[config.mk]
export PLATFORM = sky130hd
export DESIGN_NAME = reply_frame_checker_top
export DESIGN_NICKNAME = d
export VERILOG_FILES = /design/src/rtl/rfc_pkg.sv /design/src/rtl/rfc_front.sv /design/src/rtl/rfc_queue.sv /design/src/rtl/rfc_back.sv /design/src/rtl/reply_frame_checker_top.sv
export SDC_FILE = /design/constraint.sdc
export NUM_CORES = 1
export LEC_CHECK = 0
export ABC_CLOCK_PERIOD_IN_PS = 10500
export BUFFER_PORTS_ARGS = -buffer_cell sky130_fd_sc_hd__buf_2
export CAP_MARGIN = 40
export CORE_MARGIN = 5
export CORE_UTILIZATION = 65
export CTS_CLUSTER_SIZE = 40
export DETAILED_ROUTE_END_ITERATION = 10
export PLACE_DENSITY = 0.86
export SLEW_MARGIN = 20
export SYNTH_ARGS = -nofsm -noshare
export SYNTH_HDL_FRONTEND = slang
export SYNTH_SLANG_ARGS = --single-unit
export TNS_END_PERCENT = 50
[constraint.sdc]
create_clock -name clk -period 10.5 [get_ports clk]
set_input_delay 0.525 -clock clk [delete_from_list [all_inputs] [get_ports clk]]
set_output_delay 0.525 -clock clk [all_outputs]
set_load 0.005 [all_outputs]
[src/rtl/rfc_pkg.sv]
// ----------------------------------------------------------------------------
// rfc_pkg
// Types, codes and constants of the reply frame checker.
// ----------------------------------------------------------------------------
package rfc_pkg;

  // Frame layout
  localparam int unsigned POS_W         = 5;
  localparam logic [POS_W-1:0] POS_FIRST    = 5'd0;
  localparam logic [POS_W-1:0] POS_HEAD2    = 5'd1;
  localparam logic [POS_W-1:0] POS_TYPE     = 5'd2;
  localparam logic [POS_W-1:0] POS_PAY_LO   = 5'd3;
  localparam logic [POS_W-1:0] POS_PAY_HI   = 5'd8;
  localparam logic [POS_W-1:0] POS_MODE     = 5'd9;
  localparam logic [POS_W-1:0] POS_STATUS   = 5'd16;
  localparam logic [POS_W-1:0] POS_CHECKSUM = 5'd17;
  localparam logic [POS_W-1:0] POS_TAIL1    = 5'd18;
  localparam logic [POS_W-1:0] POS_LAST     = 5'd19;

  localparam int unsigned PAY_N       = 6;
  localparam logic [7:0]  RECV_MODE_CODE = 8'd12;

  // Verdict queue
  localparam int unsigned QUEUE_DEPTH = 2;
  localparam int unsigned QPTR_W      = (QUEUE_DEPTH > 1) ? $clog2(QUEUE_DEPTH) : 1;
  localparam int unsigned QCNT_W      = $clog2(QUEUE_DEPTH + 1);

  // Stream widths
  localparam int unsigned IN_DATA_W  = 8;
  localparam int unsigned OUT_DATA_W = 56;

  // Configuration port
  localparam int unsigned CFG_ADDR_W = 3;
  localparam int unsigned CFG_DATA_W = 8;

  typedef enum logic [CFG_ADDR_W-1:0] {
    REG_HEAD_FIRST    = 3'd0,
    REG_HEAD_SECOND   = 3'd1,
    REG_TAIL_FIRST    = 3'd2,
    REG_TAIL_SECOND   = 3'd3,
    REG_CODE_LINK     = 3'd4,
    REG_CODE_INIT     = 3'd5,
    REG_CODE_POWER    = 3'd6,
    REG_CODE_CHANNEL  = 3'd7
  } reg_idx_t;

  typedef enum logic [2:0] {
    ERR_OK       = 3'd0,
    ERR_HEAD     = 3'd1,
    ERR_TAIL     = 3'd2,
    ERR_TYPE     = 3'd3,
    ERR_CHECKSUM = 3'd4,
    ERR_STATUS   = 3'd5
  } err_code_t;

  typedef enum logic [1:0] {
    KIND_LINK    = 2'd0,
    KIND_INIT    = 2'd1,
    KIND_POWER   = 2'd2,
    KIND_CHANNEL = 2'd3
  } frame_kind_t;

  typedef struct packed {
    logic [7:0] head_first;
    logic [7:0] head_second;
    logic [7:0] tail_first;
    logic [7:0] tail_second;
    logic [7:0] code_link;
    logic [7:0] code_init;
    logic [7:0] code_power;
    logic [7:0] code_channel;
  } cfg_t;

  localparam cfg_t CFG_RESET = '{
    head_first:   8'h55,
    head_second:  8'haa,
    tail_first:   8'hff,
    tail_second:  8'hff,
    code_link:    8'd1,
    code_init:    8'd2,
    code_power:   8'd3,
    code_channel: 8'd4
  };

  // One finished frame, as handed from front to back
  typedef struct packed {
    logic                     head_ok;
    logic                     tail_ok;
    logic                     check_ok;
    logic [7:0]               type_byte;
    logic [PAY_N-1:0][7:0]    payload;     // payload[0] is frame byte 3
    logic [7:0]               status_byte; // frame byte 16
    logic                     mode_hit;    // frame byte 9 was the receive code
  } frame_rec_t;

endpackage

[src/rtl/rfc_front.sv]
// ----------------------------------------------------------------------------
// rfc_front
// Byte tracker: frame position, running XOR and capture of frame fields.
// ----------------------------------------------------------------------------
module rfc_front (
  input  logic                  clk,
  input  logic                  rst,
  input  logic                  in_take,
  input  logic [7:0]            rx_byte,
  input  logic                  frame_start,
  input  rfc_pkg::cfg_t         cfg,
  output logic                  rec_push,
  output rfc_pkg::frame_rec_t   rec
);
  import rfc_pkg::*;

  logic [POS_W-1:0]      pos;
  logic [POS_W-1:0]      pos_eff;
  logic [POS_W-1:0]      pos_next;
  logic [7:0]            xor_acc;
  logic                  head_ok;
  logic                  tail_ok;
  logic                  check_ok;
  logic [7:0]            type_byte;
  logic [PAY_N-1:0][7:0] payload;
  logic [7:0]            status_byte;
  logic                  mode_hit;
  logic [POS_W-1:0]      pay_off;

  // Start flag forces byte 0; a stray position also restarts
  always_comb begin
    if (frame_start || (pos > POS_LAST)) begin
      pos_eff = POS_FIRST;
    end else begin
      pos_eff = pos;
    end
    pos_next = (pos_eff == POS_LAST) ? POS_FIRST : pos_eff + 5'd1;
    pay_off  = pos_eff - POS_PAY_LO;
  end

  // Position counter
  always_ff @(posedge clk) begin
    if (rst) begin
      pos <= POS_FIRST;
    end else if (in_take) begin
      pos <= pos_next;
    end
  end

  // Field capture and checksum
  always_ff @(posedge clk) begin
    if (in_take) begin
      if (pos_eff == POS_FIRST) begin
        xor_acc <= rx_byte;
        head_ok <= (rx_byte == cfg.head_first);
      end else if (pos_eff <= POS_STATUS) begin
        xor_acc <= xor_acc ^ rx_byte;
      end
      if (pos_eff == POS_HEAD2) begin
        head_ok <= head_ok && (rx_byte == cfg.head_second);
      end
      if (pos_eff == POS_TYPE) begin
        type_byte <= rx_byte;
      end
      if ((pos_eff >= POS_PAY_LO) && (pos_eff <= POS_PAY_HI)) begin
        payload[pay_off[2:0]] <= rx_byte;
      end
      if (pos_eff == POS_MODE) begin
        mode_hit <= (rx_byte == RECV_MODE_CODE);
      end
      if (pos_eff == POS_STATUS) begin
        status_byte <= rx_byte;
      end
      if (pos_eff == POS_CHECKSUM) begin
        check_ok <= (xor_acc == rx_byte);
      end
      if (pos_eff == POS_TAIL1) begin
        tail_ok <= (rx_byte == cfg.tail_first);
      end
    end
  end

  // Last byte closes the frame and hands a record to the back end
  assign rec_push = in_take && (pos_eff == POS_LAST);

  always_comb begin
    rec.head_ok     = head_ok;
    rec.tail_ok     = tail_ok && (rx_byte == cfg.tail_second);
    rec.check_ok    = check_ok;
    rec.type_byte   = type_byte;
    rec.payload     = payload;
    rec.status_byte = status_byte;
    rec.mode_hit    = mode_hit;
  end

endmodule

[src/rtl/rfc_queue.sv]
// ----------------------------------------------------------------------------
// rfc_queue
// Short FIFO of finished frame records between front and back.
// ----------------------------------------------------------------------------
module rfc_queue (
  input  logic                  clk,
  input  logic                  rst,
  input  logic                  push,
  input  rfc_pkg::frame_rec_t   rec_in,
  output logic                  full,
  input  logic                  pop,
  output logic                  rec_valid,
  output rfc_pkg::frame_rec_t   rec_out
);
  import rfc_pkg::*;

  frame_rec_t              slots [QUEUE_DEPTH];
  logic [QPTR_W-1:0]       wr_ptr;
  logic [QPTR_W-1:0]       rd_ptr;
  logic [QCNT_W-1:0]       count;
  logic                    do_push;
  logic                    do_pop;

  localparam logic [QPTR_W-1:0] PTR_LAST = QPTR_W'(QUEUE_DEPTH - 1);
  localparam logic [QCNT_W-1:0] CNT_FULL = QCNT_W'(QUEUE_DEPTH);

  assign full      = (count == CNT_FULL);
  assign rec_valid = (count != '0);
  assign do_push   = push && !full;
  assign do_pop    = pop && rec_valid;
  assign rec_out   = slots[rd_ptr];

  // Pointers and fill count
  always_ff @(posedge clk) begin
    if (rst) begin
      wr_ptr <= '0;
      rd_ptr <= '0;
      count  <= '0;
    end else begin
      if (do_push) begin
        wr_ptr <= (wr_ptr == PTR_LAST) ? '0 : wr_ptr + 1'b1;
      end
      if (do_pop) begin
        rd_ptr <= (rd_ptr == PTR_LAST) ? '0 : rd_ptr + 1'b1;
      end
      if (do_push && !do_pop) begin
        count <= count + 1'b1;
      end else if (do_pop && !do_push) begin
        count <= count - 1'b1;
      end
    end
  end

  // Storage
  always_ff @(posedge clk) begin
    if (do_push) begin
      slots[wr_ptr] <= rec_in;
    end
  end

endmodule

[src/rtl/rfc_back.sv]
// ----------------------------------------------------------------------------
// rfc_back
// Verdict stage: type decode, ordered checks and the output register.
// ----------------------------------------------------------------------------
module rfc_back (
  input  logic                        clk,
  input  logic                        rst,
  input  rfc_pkg::cfg_t               cfg,
  input  logic                        rec_valid,
  input  rfc_pkg::frame_rec_t         rec,
  output logic                        rec_pop,
  output logic                        out_valid,
  input  logic                        out_ready,
  output logic [rfc_pkg::OUT_DATA_W-1:0] out_data
);
  import rfc_pkg::*;

  frame_kind_t kind;
  err_code_t   err;
  logic        known;
  logic        chan;
  logic [7:0]  status;
  logic        out_free;
  logic [OUT_DATA_W-1:0] verdict;

  // Type decode, first match wins
  always_comb begin
    known  = 1'b1;
    kind   = KIND_LINK;
    status = 8'd0;
    priority if (rec.type_byte == cfg.code_link) begin
      kind = KIND_LINK;
    end else if (rec.type_byte == cfg.code_init) begin
      kind   = KIND_INIT;
      status = rec.payload[1];
    end else if (rec.type_byte == cfg.code_power) begin
      kind   = KIND_POWER;
      status = rec.payload[0];
    end else if (rec.type_byte == cfg.code_channel) begin
      kind   = KIND_CHANNEL;
      status = rec.status_byte;
    end else begin
      known = 1'b0;
    end
  end

  // Ordered checks
  always_comb begin
    chan = 1'b0;
    priority if (!rec.head_ok) begin
      err = ERR_HEAD;
    end else if (!rec.tail_ok) begin
      err = ERR_TAIL;
    end else if (!known) begin
      err = ERR_TYPE;
    end else begin
      chan = (kind == KIND_CHANNEL);
      if (!rec.check_ok) begin
        err = ERR_CHECKSUM;
      end else if (status != 8'd0) begin
        err = ERR_STATUS;
      end else begin
        err = ERR_OK;
      end
    end
  end

  // Pack the result word
  always_comb begin
    verdict        = '0;
    verdict[0]     = (err == ERR_OK);
    verdict[3:1]   = err;
    verdict[5:4]   = kind;
    if (chan) begin
      verdict[53:6] = rec.payload;
      verdict[54]   = rec.mode_hit;
    end
  end

  assign out_free = !out_valid || out_ready;
  assign rec_pop  = rec_valid && out_free;

  // Output register
  always_ff @(posedge clk) begin
    if (rst) begin
      out_valid <= 1'b0;
    end else if (out_free) begin
      out_valid <= rec_valid;
    end
  end

  always_ff @(posedge clk) begin
    if (rec_pop) begin
      out_data <= verdict;
    end
  end

endmodule

[src/rtl/reply_frame_checker_top.sv]
// ----------------------------------------------------------------------------
// reply_frame_checker_top
// Checks 20-byte antenna-module reply frames and gives one verdict per frame.
// ----------------------------------------------------------------------------
// Input stream: one frame byte per word; tuser marks byte 0 of a new frame.
// Bytes are taken at one per cycle while s_axis_tready is high. Without a start
// flag the position simply counts on and wraps after byte 19; a start flag mid-frame
// drops the partial frame. The first byte after reset counts as byte 0.
// Output stream: one verdict word per complete frame; the edge that takes byte
// 19 writes the verdict queue, and the output register is loaded from the queue
// once it is free. Verdicts leave at one per cycle while m_axis_tready is high.
// A two-entry verdict queue sits between the byte tracker and the output
// register, so a stalled receiver does not stop byte intake; s_axis_tready
// falls only once two verdicts wait behind a held output word.
// Configuration: cfg_we writes cfg_data into register cfg_addr;
// write only while no frame is in flight.
// Reset returns all configuration registers to their defaults, the position to byte 0,
// and empties the queue and the output register.
// ----------------------------------------------------------------------------
module reply_frame_checker_top (
  input  logic                              clk,
  input  logic                              rst,
  // config write port
  input  logic                              cfg_we,
  input  logic [rfc_pkg::CFG_ADDR_W-1:0]    cfg_addr,
  input  logic [rfc_pkg::CFG_DATA_W-1:0]    cfg_data,
  // byte stream in
  input  logic                              s_axis_tvalid,
  output logic                              s_axis_tready,
  input  logic [rfc_pkg::IN_DATA_W-1:0]     s_axis_tdata,  // [7:0] rx_byte
  input  logic                              s_axis_tuser,  // [0] frame_start
  // verdict stream out
  output logic                              m_axis_tvalid,
  input  logic                              m_axis_tready,
  // [0] accepted, [3:1] error_code, [5:4] frame_kind, [13:6] chan_row,
  // [21:14] chan_col, [29:22] send_magn, [37:30] send_phase,
  // [45:38] recv_magn, [53:46] recv_phase, [54] recv_mode, [55] zero
  output logic [rfc_pkg::OUT_DATA_W-1:0]    m_axis_tdata
);
  import rfc_pkg::*;

  cfg_t       cfg;
  logic       in_take;
  logic       q_full;
  logic       rec_push;
  frame_rec_t rec_front;
  logic       rec_valid;
  frame_rec_t rec_back;
  logic       rec_pop;

  // Configuration registers
  always_ff @(posedge clk) begin
    if (rst) begin
      cfg <= CFG_RESET;
    end else if (cfg_we) begin
      unique case (reg_idx_t'(cfg_addr))
        REG_HEAD_FIRST:   cfg.head_first   <= cfg_data;
        REG_HEAD_SECOND:  cfg.head_second  <= cfg_data;
        REG_TAIL_FIRST:   cfg.tail_first   <= cfg_data;
        REG_TAIL_SECOND:  cfg.tail_second  <= cfg_data;
        REG_CODE_LINK:    cfg.code_link    <= cfg_data;
        REG_CODE_INIT:    cfg.code_init    <= cfg_data;
        REG_CODE_POWER:   cfg.code_power   <= cfg_data;
        REG_CODE_CHANNEL: cfg.code_channel <= cfg_data;
        default: ;
      endcase
    end
  end

  assign s_axis_tready = !q_full;
  assign in_take       = s_axis_tvalid && s_axis_tready;

  rfc_front u_front (
    .clk         (clk),
    .rst         (rst),
    .in_take     (in_take),
    .rx_byte     (s_axis_tdata),
    .frame_start (s_axis_tuser),
    .cfg         (cfg),
    .rec_push    (rec_push),
    .rec         (rec_front)
  );

  rfc_queue u_queue (
    .clk       (clk),
    .rst       (rst),
    .push      (rec_push),
    .rec_in    (rec_front),
    .full      (q_full),
    .pop       (rec_pop),
    .rec_valid (rec_valid),
    .rec_out   (rec_back)
  );

  rfc_back u_back (
    .clk       (clk),
    .rst       (rst),
    .cfg       (cfg),
    .rec_valid (rec_valid),
    .rec       (rec_back),
    .rec_pop   (rec_pop),
    .out_valid (m_axis_tvalid),
    .out_ready (m_axis_tready),
    .out_data  (m_axis_tdata)
  );

endmodule

After elaboration in Yosys (flattened, before gate mapping)
Memory sizes are Yosys's and may differ from the RTL's. A register that Yosys moved wholly into a read port is not among the register bits.
Index checks and enable logic that the tools add are counted.

word-level totals
  bits in registers = 205
  bits in writable memories = 136
  input bits = 25
  word-level logic and storage cells = 146
  memories kept = 1

memory list
  name           depth  width  rd ports  clocked after memory_dff  write ports  line             source
  u_queue.slots  2      68     1         1                         1            rfc_queue.sv:17  frame_rec_t slots [QUEUE_DEPTH];

cells by class
  $add $sub $neg = 6
  $lt $le $gt $ge = 6
  equality and inequality tests = 26
  mux-type cells = 37
  bitwise gates (word level) = 1
  reduce and logical (&&, ||, !) cells = 41

operator list
  kind                   count
  $eq A8 B8 Y1           9
  $mux W8                7
  $bwmux W48             1
  $reduce_and A2 Y1      16
  $demux W8 S3           1
  $eq A5 B5 Y1 const B   4
  $mux W1                15
  $mux W3                5
  $eq A3 B3 Y1 const B   4
  $mux W2                6
  $logic_and A1 B1 Y1    11
  $mux W5                2
  $eq A8 B4 Y1 const B   1
  $reduce_bool A2 Y1     4
  $reduce_bool A8 Y1     1
  $xor A8 B8 Y8          1
  $eq A3 B2 Y1 const B   2
  $logic_not A3 Y1       2
  $add A5 B1 Y5 const B  1
  $eq A5 B1 Y1 const B   1
  $eq A5 B2 Y1 const B   1
  $eq A5 B4 Y1 const B   1
  $ge A5 B2 Y1 const B   1
  $gt A5 B5 Y1 const B   1
  other kinds (13)       19

Logic depth before layout (Yosys ltp)
Gate-level depths: netlist (run 1).

  word-level depth = 12
  mapped depth = 12
  gate-level depth less buffers = 11

Hierarchy
A second synthesis (run 1) with hierarchy kept.

second synthesis, totals
  cells, all modules = 908
  area, all modules = 13,882.1 um^2

modules (own cells, without submodules)
  module                   instances  cells each  area an instance (um^2)  sequential area each (um^2)
  rfc_queue                1          237         5,203.7                  4,184.0
  rfc_front                1          245         3,522.1                  2,382.3
  rfc_back                 1          192         2,657.5                  1,671.6
  reply_frame_checker_top  1          234         2,498.6                  1,281.2

Worst setup path before layout (run 1)
Ideal clock, no wire load.

  kind = input to register
  from = input port s_axis_tuser
  to = memory u_queue.slots[0][0] in the netlist's numbering, enable pin
  library setup time = 0.577 ns
  data arrival time = 6.164 ns
  data required time = 9.923 ns
  setup slack = 3.758 ns
  cell stages on the path = 7
  path buffers = 1
  cells stage by stage = clkbuf_1 nor2_1 nand2_1 inv_1 ha_1 nand3_1 nor3_1

on the way
  longest elaborated chain between the ends = 7

ends and longest elaborated chain
  what                           line                           source
  from (decl)                    reply_frame_checker_top.sv:31  input logic s_axis_tuser,
  $logic_or A1 B1 Y1             rfc_front.sv:32                if (frame_start || (pos > POS_LAST)) begin
  $mux W5                        rfc_front.sv:32
  $eq A5 B5 Y1                   rfc_front.sv:84                assign rec_push = in_take && (pos_eff == POS_LAST);
  $logic_and A1 B1 Y1            rfc_front.sv:84
  $logic_and A1 B1 Y1            rfc_queue.sv:29                assign do_push = push && !full;
  $mux W1                        rfc_queue.sv:56                if (do_push) begin
  $mux W1 (not written as such)  rfc_queue.sv:57                slots[wr_ptr] <= rec_in;
  to (decl)                      rfc_queue.sv:17

Every way passes these cells.

Final worst setup path (run 1)
  from = register u_front.pos[2]
  to = register u_front.payload (netlist bit u_front.rec[11]), enable pin

on the way
  longest elaborated chain between the ends = 6

ends and longest elaborated chain
  what                                                 line             source
  from (decl)                                          rfc_front.sv:17  logic [POS_W-1:0] pos;
  from (signal assigned)                               rfc_front.sv:46  pos <= pos_next;
  $gt A5 B5 Y1                                         rfc_front.sv:32
  $logic_or A1 B1 Y1                                   rfc_front.sv:32
  $mux W5 *                                            rfc_front.sv:32
  $ge A5 B2 Y1 / $le A5 B4 Y1 (equally long branches)  rfc_front.sv:65  if ((pos_eff >= POS_PAY_LO) && (pos_eff <= POS_PAY_HI)) begin
  $logic_and A1 B1 Y1 *                                rfc_front.sv:65
  $reduce_and A2 Y1 (no source line) *                 n/a
  to (signal, indexed assignment)                      rfc_front.sv:66  payload[pay_off[2:0]] <= rx_byte;
  to (decl)                                            rfc_front.sv:25  logic [PAY_N-1:0][7:0] payload;

Every way passes the cells marked *; elsewhere a longest branch is shown, timed or not.
A chain may end at the register's enable or synchronous reset.

==> qor.yml, run 1 <==
status: "completed"
wl_mm: 28.07
cts-resized-gates: 0
cp.required_ns: 10.67
cp_max_fo: 11
seq_area_frac_synth: 0.7094
ys_top_cells_by_area: "edfxtp_1 (60%), dfxtp_1 (11%), mux2i_1 (4.6%), xnor2_1 (4.0%), nand2_1 (3.0%)"
async_flop_share: 0
worstMarginPinSlew_ns: 0.8497
routabilityCongestion: 0.9234
clkLatencyLatePin_ns: 0.55
overflow: 0
drt_iter0_drc: 848
synth_most_common_cell: "edfxtp_1"
peakVddDrop_mv: 0.1422
grt.busiest_layer: "met2"
dieArea_mm2: 0.02362
root_buffer: "clkbuf_16"
synth_nets: 976
final_antenna_net_count: 0
die_h_um: 153.7
drive_gt1_frac: 0.1652
p_per_area_mw_per_mm2: 178.2
cts_made_buffers: 31
synth_edf_count: 267
grt_max_degree: 76
grt_pass1_vias: 7916
clock.fmax_mhz: 304.3
clk_pin_slew_ns: 0.07
end_kind: "flip-flop"
hpwlAfterDp_mm: 16.44
antenna_found_initial: 1
cts_hold_buf: 0
dr.pass1.iters: 6
post-route-period-util: 0.3130
netlist_instances: 946
relSlewSlack: 0.4314
place_ws_ns: 7.245
cts_tree: "done"
met1_usage: 0.3079
cp_slowest_cell: "nor2_1"
io_buffers: 81
worstSetupStartpoint: "u_front.pos[2]"
io-pin-count: 83
synth_top_area_share: 0.5975
fin_crit_ns: 3.286
finalSetupTns_ns: 0
rows: 52
path_buf_inv: 1
synth.distinct_cells: 54
nFillCells: 1218
r2r_start: "u_front.pos[2]"
layout.nets: 1052
avgRoutedWirePerCell_um: 21.29
cts_sinks: 342
drcViolationCount: 0
min_from: "m_axis_tready"
use_met2: 0.4188
clk_path_buf_depth: 3
crit_path_start_kind: "flip-flop"
h-tree-depth: 1
area_delta_synth_final_pct: 13.10
maxSlewViolCount: 0
cts_setup_buffers: 0
whs_ns: 0.2611
ys_ff_latch: 342
worst_hold_path_type: "in -> reg"
grt_pass1_wl_mm: 43.73
skew_ns: 0.01502
avgSynthCellArea_um2: 14.19
hold_violations: 0
critical_path.top_delay_family: "simple AND/OR/NAND/NOR gates"
worst_ep_arrival_time_ns: 3.46
maxCapViolCount: 0
coreArea_mm2: 0.02030
ys_warn_count: 0
critPathMaxStageDelay_ns: 0.67
vias: 7907
start_util: 0.6611
setup_viol: 0
synth_common_cells: "edfxtp_1 (267), nand2_1 (109), dfxtp_1 (75)"
worstSetupPathType: "reg -> reg"
setup_ws_ns: 7.214
grt_usage: 0.2357
dieWidth_um: 153.7
synth_area_mm2: 0.01342
gr-usage-met3: 0.03092
ys.flop_type: "edfxtp_1"
rsz0062_at_grt: "false"
crit_chain: "o21a_1 -> nor2_1 -> nand2_1 -> inv_1 -> ha_1 -> o32ai_1 -> a211oi_1 -> nand2_1 -> nor2_1"
yosysTopAreaCell: "edfxtp_1"
drt-vias-per-instance: 5.999
p_leak_nw: 5.128
layout by cell type, fill, tap and decap left out, types with 15 or more instances in the layout:
cell type and n:
a21oi_1 37, buf_2 82, clkbuf_16 31, dfxtp_1 74, edfxtp_1 267, mux2i_1 61, nand2_1 108, nand3b_1 15
nor2_1 39, nor2b_1 16, nor3_1 51, nor4_1 22, xnor2_1 61, xor2_1 24
state kept, by name, summed over array words and instances (netlist names), 5 cells and up, named ones only:
signal,count
u_front.rec,48
u_back.out_data,55
u_queue.slots,136
cfg,64
u_front.pos,5
u_front.xor_acc,8
u_front.type_byte,8
u_front.status_byte,8
where the power goes:
group          leakage [nW]  internal, mW  switching (mW)
clock network         0.504         0.692           0.477
registers              3.15          1.45         0.00712
logic                  1.47        0.0257          0.0485
total                  5.13          2.17           0.533
final timing paths:
| path | cells after the start | slack, ns | endpoint |
|---|---|---|---|
| worst min-delay path | 3 | 0.26 | u_back.out_valid |
| worst max-delay path | 9 | 7.21 | u_front.rec[11] |
| worst max register to register | 9 | 7.21 | u_front.rec[11] |
| worst min register to register | 0 | 0.44 | u_queue.slots[0][25] |
cell type report:
cell class                      count  area, um^2  area share
Clock inverter                     21       270.3     0.01781
Timing Repair Buffer               96       580.6     0.03825
Multi-Input combinational cell    548        3654      0.2407
Inverter                            3       11.26   0.0007420
Clock buffer                       37       798.3     0.05260
Tap cell                          270       337.8     0.02226
Antenna cell                        1       2.502   0.0001649
Sequential cell                   342        9523      0.6275
worst min-delay path: cells and delay by family:
| family | cells | cell delay, ns |
|---|---|---|
| simple gates | 1 | 0.10 |
| buf+inv | 1 | 0.07 |
| compound gates | 1 | 0.06 |
routing by layer:
metal  share of wire  vias to the layer above
met5               0                        -
met4           0.024                        0
met3           0.066                       55
met2            0.53                      364
met1            0.38                     3878
li1                -                     3610
per-stage QoR:
stage / instance area [um^2] / power [mW] / utilization / std cells
final: 15180 / 2.705 / 0.7477 / 1318
after global routing: 15180 / 2.787 / 0.7477 / 1318
after CTS: 15150 / 2.715 / 0.7462 / 1315
after detailed placement: 14080 / 1.562 / 0.6935 / 1257
after global placement: 13980 / 1.560 / 0.6889 / 1251
after floorplan: 13420 / 1.538 / - / 946
cell families (layout without fill, tap and decap cells):
| logic type | Yosys count | in the layout | share of synthesized area |
|---|---|---|---|
| flops | 342 | 342 | 0.7094 |
| compound gates | 70 | 70 | 0.03320 |
| simple gates | 316 | 316 | 0.1207 |
| mux | 71 | 71 | 0.05734 |
| buf+inv | 56 | 157 | 0.01902 |
| other cells | 1 | 2 | 0.0002795 |
| xor+xnor | 85 | 85 | 0.05548 |
| fa+ha+maj | 5 | 5 | 0.004662 |
(Power assumes the default switching activity.)
==> run 2, diff against run 1 <==
- ABC_CLOCK_PERIOD_IN_PS: 10500 -> 3100
- CORE_UTILIZATION: 65 -> 60
- PLACE_DENSITY: 0.86 -> 0.81
- clock period: 10.5 -> 3.1 ns (I/O delays scaled with it)
==> run 2 against run 1 <==
  * Count of clock-buffer cells in the layout grew 9
  * Cell area up 0.93%
  * Worst setup slack lost 6.9 ns
  * Wire length decreased by 2.1%
  * Sequential share of layout area is 0.58 points lower
  * Die area grew 7.8%
  * Via count is 0.83% lower
  * First-iteration DRC count grew 4.8%
  * Highest routed layer is now met5
  * Largest power group unchanged
  * Critical path depth increased by 3
  * Worst hold slack got worse by 0.24 ns
==> qor.yml, run 2 (synthesis gave the netlist of run 1 again) <==
status: "completed"
maxSlewViolCount: 0  # unchanged
crit_chain: "o21a_1 -> nor2_2 -> and2_4 -> inv_1 -> ha_1 -> nand2b_1 -> nand2_1 -> o32ai_1 -> a211oi_1 -> nand2_1 -> nor3_1 -> buf_4"
end_kind: "flip-flop"
seq_power_share: 0.545  # +0.005
fin_crit_ns: 2.833  # -0.4527 ns
worstSetupPathType: "reg -> reg"
cts_made_buffers: 34  # +9.7%
antenna_found_initial: 1  # unchanged
rsz0062_at_grt: "false"
hold_violations: 0  # unchanged
avgRoutedWirePerCell_um: 20.46  # -3.9%
gr-usage-met3: 0.03546  # +0.004548
design_power_total_mw: 9.080  # +240%
skew_ns: 0.007200  # -0.007819 ns
whs_ns: 0.01661  # -0.2445 ns
setup_viol: 0  # unchanged
root_buffer: "clkbuf_16"
clock.fmax_mhz: 352.9  # +16%
reg.largest.list: "u_queue.slots: 136 flops, cfg: 64 flops, u_back.out_data: 55 flops"
place_area_mm2: 0.01423  # +1.1%
area_delta_synth_final_pct: 14.15
final_common_cell: "edfxtp_1"
clk_path_buf_depth: 3  # unchanged
vias: 7841  # -0.83%
dieWidth_um: 159.6  # +3.8%
start_util: 0.6130  # -0.04806
antenna_cells: 0  # -1
h-tree-depth: 2  # +1
clk_pin_slew_ns: 0.06  # about the same
cts-resized-gates: 0  # unchanged
seq_area_mm2: 0.009523  # unchanged
grt_max_degree: 62  # -18%
peakVddDrop_mv: 0.4115  # +190%
met1_usage: 0.2904  # -0.01752
io-pin-count: 83  # unchanged
cp_slowest_cell: "dfxtp_1"
grt_usage: 0.2144  # -0.02124
switching_share: 0.1970  # about the same
p_sw_mw: 1.789  # +240%
grt.busiest_layer: "met2"
final_cells: 1343  # +1.9%
ff2ff_setup_slack_ns: 0.27  # -6.95 ns
grt_pass1_wl_mm: 43.33  # -0.93%
cp_max_fo: 11  # unchanged
maxCapViolCount: 0  # unchanged
use_met2: 0.3649  # -0.05392
drcViolationCount: 0  # unchanged
drt-vias-per-instance: 5.838  # -2.7%
clkLatencyLatePin_ns: 0.50  # -0.05 ns
coreArea_mm2: 0.02189  # +7.8%
drive_gt1_frac: 0.1740  # +0.008802
dr.pass1.iters: 5  # -1
wl_mm: 27.47  # -2.1%
relSlewSlack: 0.4489  # +0.01747
rows: 54  # +3.8%
path_buf_inv: 2  # +1
critPathMaxStageDelay_ns: 0.52  # -0.15 ns
cp.required_ns: 3.30  # -7.37 ns
p_comb_frac: 0.029  # +0.002
worstMarginPinSlew_ns: 0.8267  # -0.02307 ns
crit_path_start_kind: "flip-flop"
place_inst: 1281  # +1.9%
io_buffers: 81  # unchanged
layout.nets: 1071  # +1.8%
worst_ep_arrival_time_ns: 3.04  # -0.42 ns
dieArea_mm2: 0.02546  # +7.8%
timing.critical_path.mode_cell: "nand2_1"
critical_path.top_delay_family: "simple AND/OR/NAND/NOR gates"
p_leak_nw: 5.206  # +1.5%
multiInputGateArea_mm2: 0.003692  # +1.1%
p_clk_frac: 0.426  # -0.006
fin_area_mm2: 0.01532  # +0.93%
hpwlAfterDp_mm: 17.04  # +3.7%
largest_register_ffs: 136  # unchanged
top_register: "u_queue.slots"
post-route-period-util: 0.9140  # +0.6010
routabilityCongestion: 0.8790  # -4.8%
worst_hold_path_type: "in -> reg"
grt_pass1_vias: 7742  # -2.2%
cts_sinks: 342  # unchanged
cts_tree: "done"
nFillCells: 1425  # +17%
final_antenna_net_count: 0  # unchanged
final_cell_mix: "edfxtp_1 (267), nand2_1 (107), buf_2 (82), dfxtp_1 (74)"
overflow: 0  # unchanged
fin_util: 0.6998  # -0.04790
die_h_um: 159.6  # +3.8%
drt_iter0_drc: 889  # +4.8%
p_int_mw: 7.291  # +240%
p_per_area_mw_per_mm2: 592.8  # +230%
## run 2: path summary, 6_finish.rpt
path,startpoint,cells after the start,endpoint
setup / recovery,u_front.pos[2],12,u_front.rec[32]
hold / removal,cfg_data[2],3,cfg[26]
setup reg to reg,u_front.pos[2],12,u_front.rec[32]
hold reg to reg,u_front.rec[42],0,u_queue.slots[1][42]
## run 2: stage by stage
step           worst slack (ns)  TNS [ns]
3_3_place_gp             0.4769         0
4_1_cts                  0.3208         0
2_1_floorplan           -0.2206    -15.00
5_1_grt               0.0001226         0
3_5_place_dp             0.4309         0
6_report                 0.2667         0
## run 2: area by class of cell
class,instances,area share
clock inverter,12,0.005146
sequential,342,0.6217
clock buffer,46,0.06330
inverter,3,0.0007351
timing repair buffer,112,0.04525
multi-input combinational,548,0.2410
tap,280,0.02287
## run 2: power by group through the flow
stage / clock network, mW / registers [mW] / logic [mW]
final: 3.86 / 4.95 / 0.264
after global routing: 4.12 / 4.95 / 0.288
after CTS: 3.91 / 4.95 / 0.262
after detailed placement: 0 / 5.05 / 0.256
after global placement: 0 / 5.05 / 0.253
after floorplan: 0 / 5.04 / 0.167
## run 2: tightest hold or removal path: cells and delay by family
family                 cells  cell delay [ns]
buffers and inverters      1             0.18
AND/OR/NAND/NOR            1             0.08
AO/OA/AOI/OAI              1             0.05
## run 2: repair_timing
item / CTS / global route
hold buffers: 3 / 0
endpoints found under the hold margin: 4 / 0
buffers inserted: 0 / 0
## run 2: layer usage
layer	part of all wire	up-vias
met1	0.41	3847
met2	0.51	292
li1	-	3642
met5	0.00025	-
met4	0.023	2
met3	0.059	58
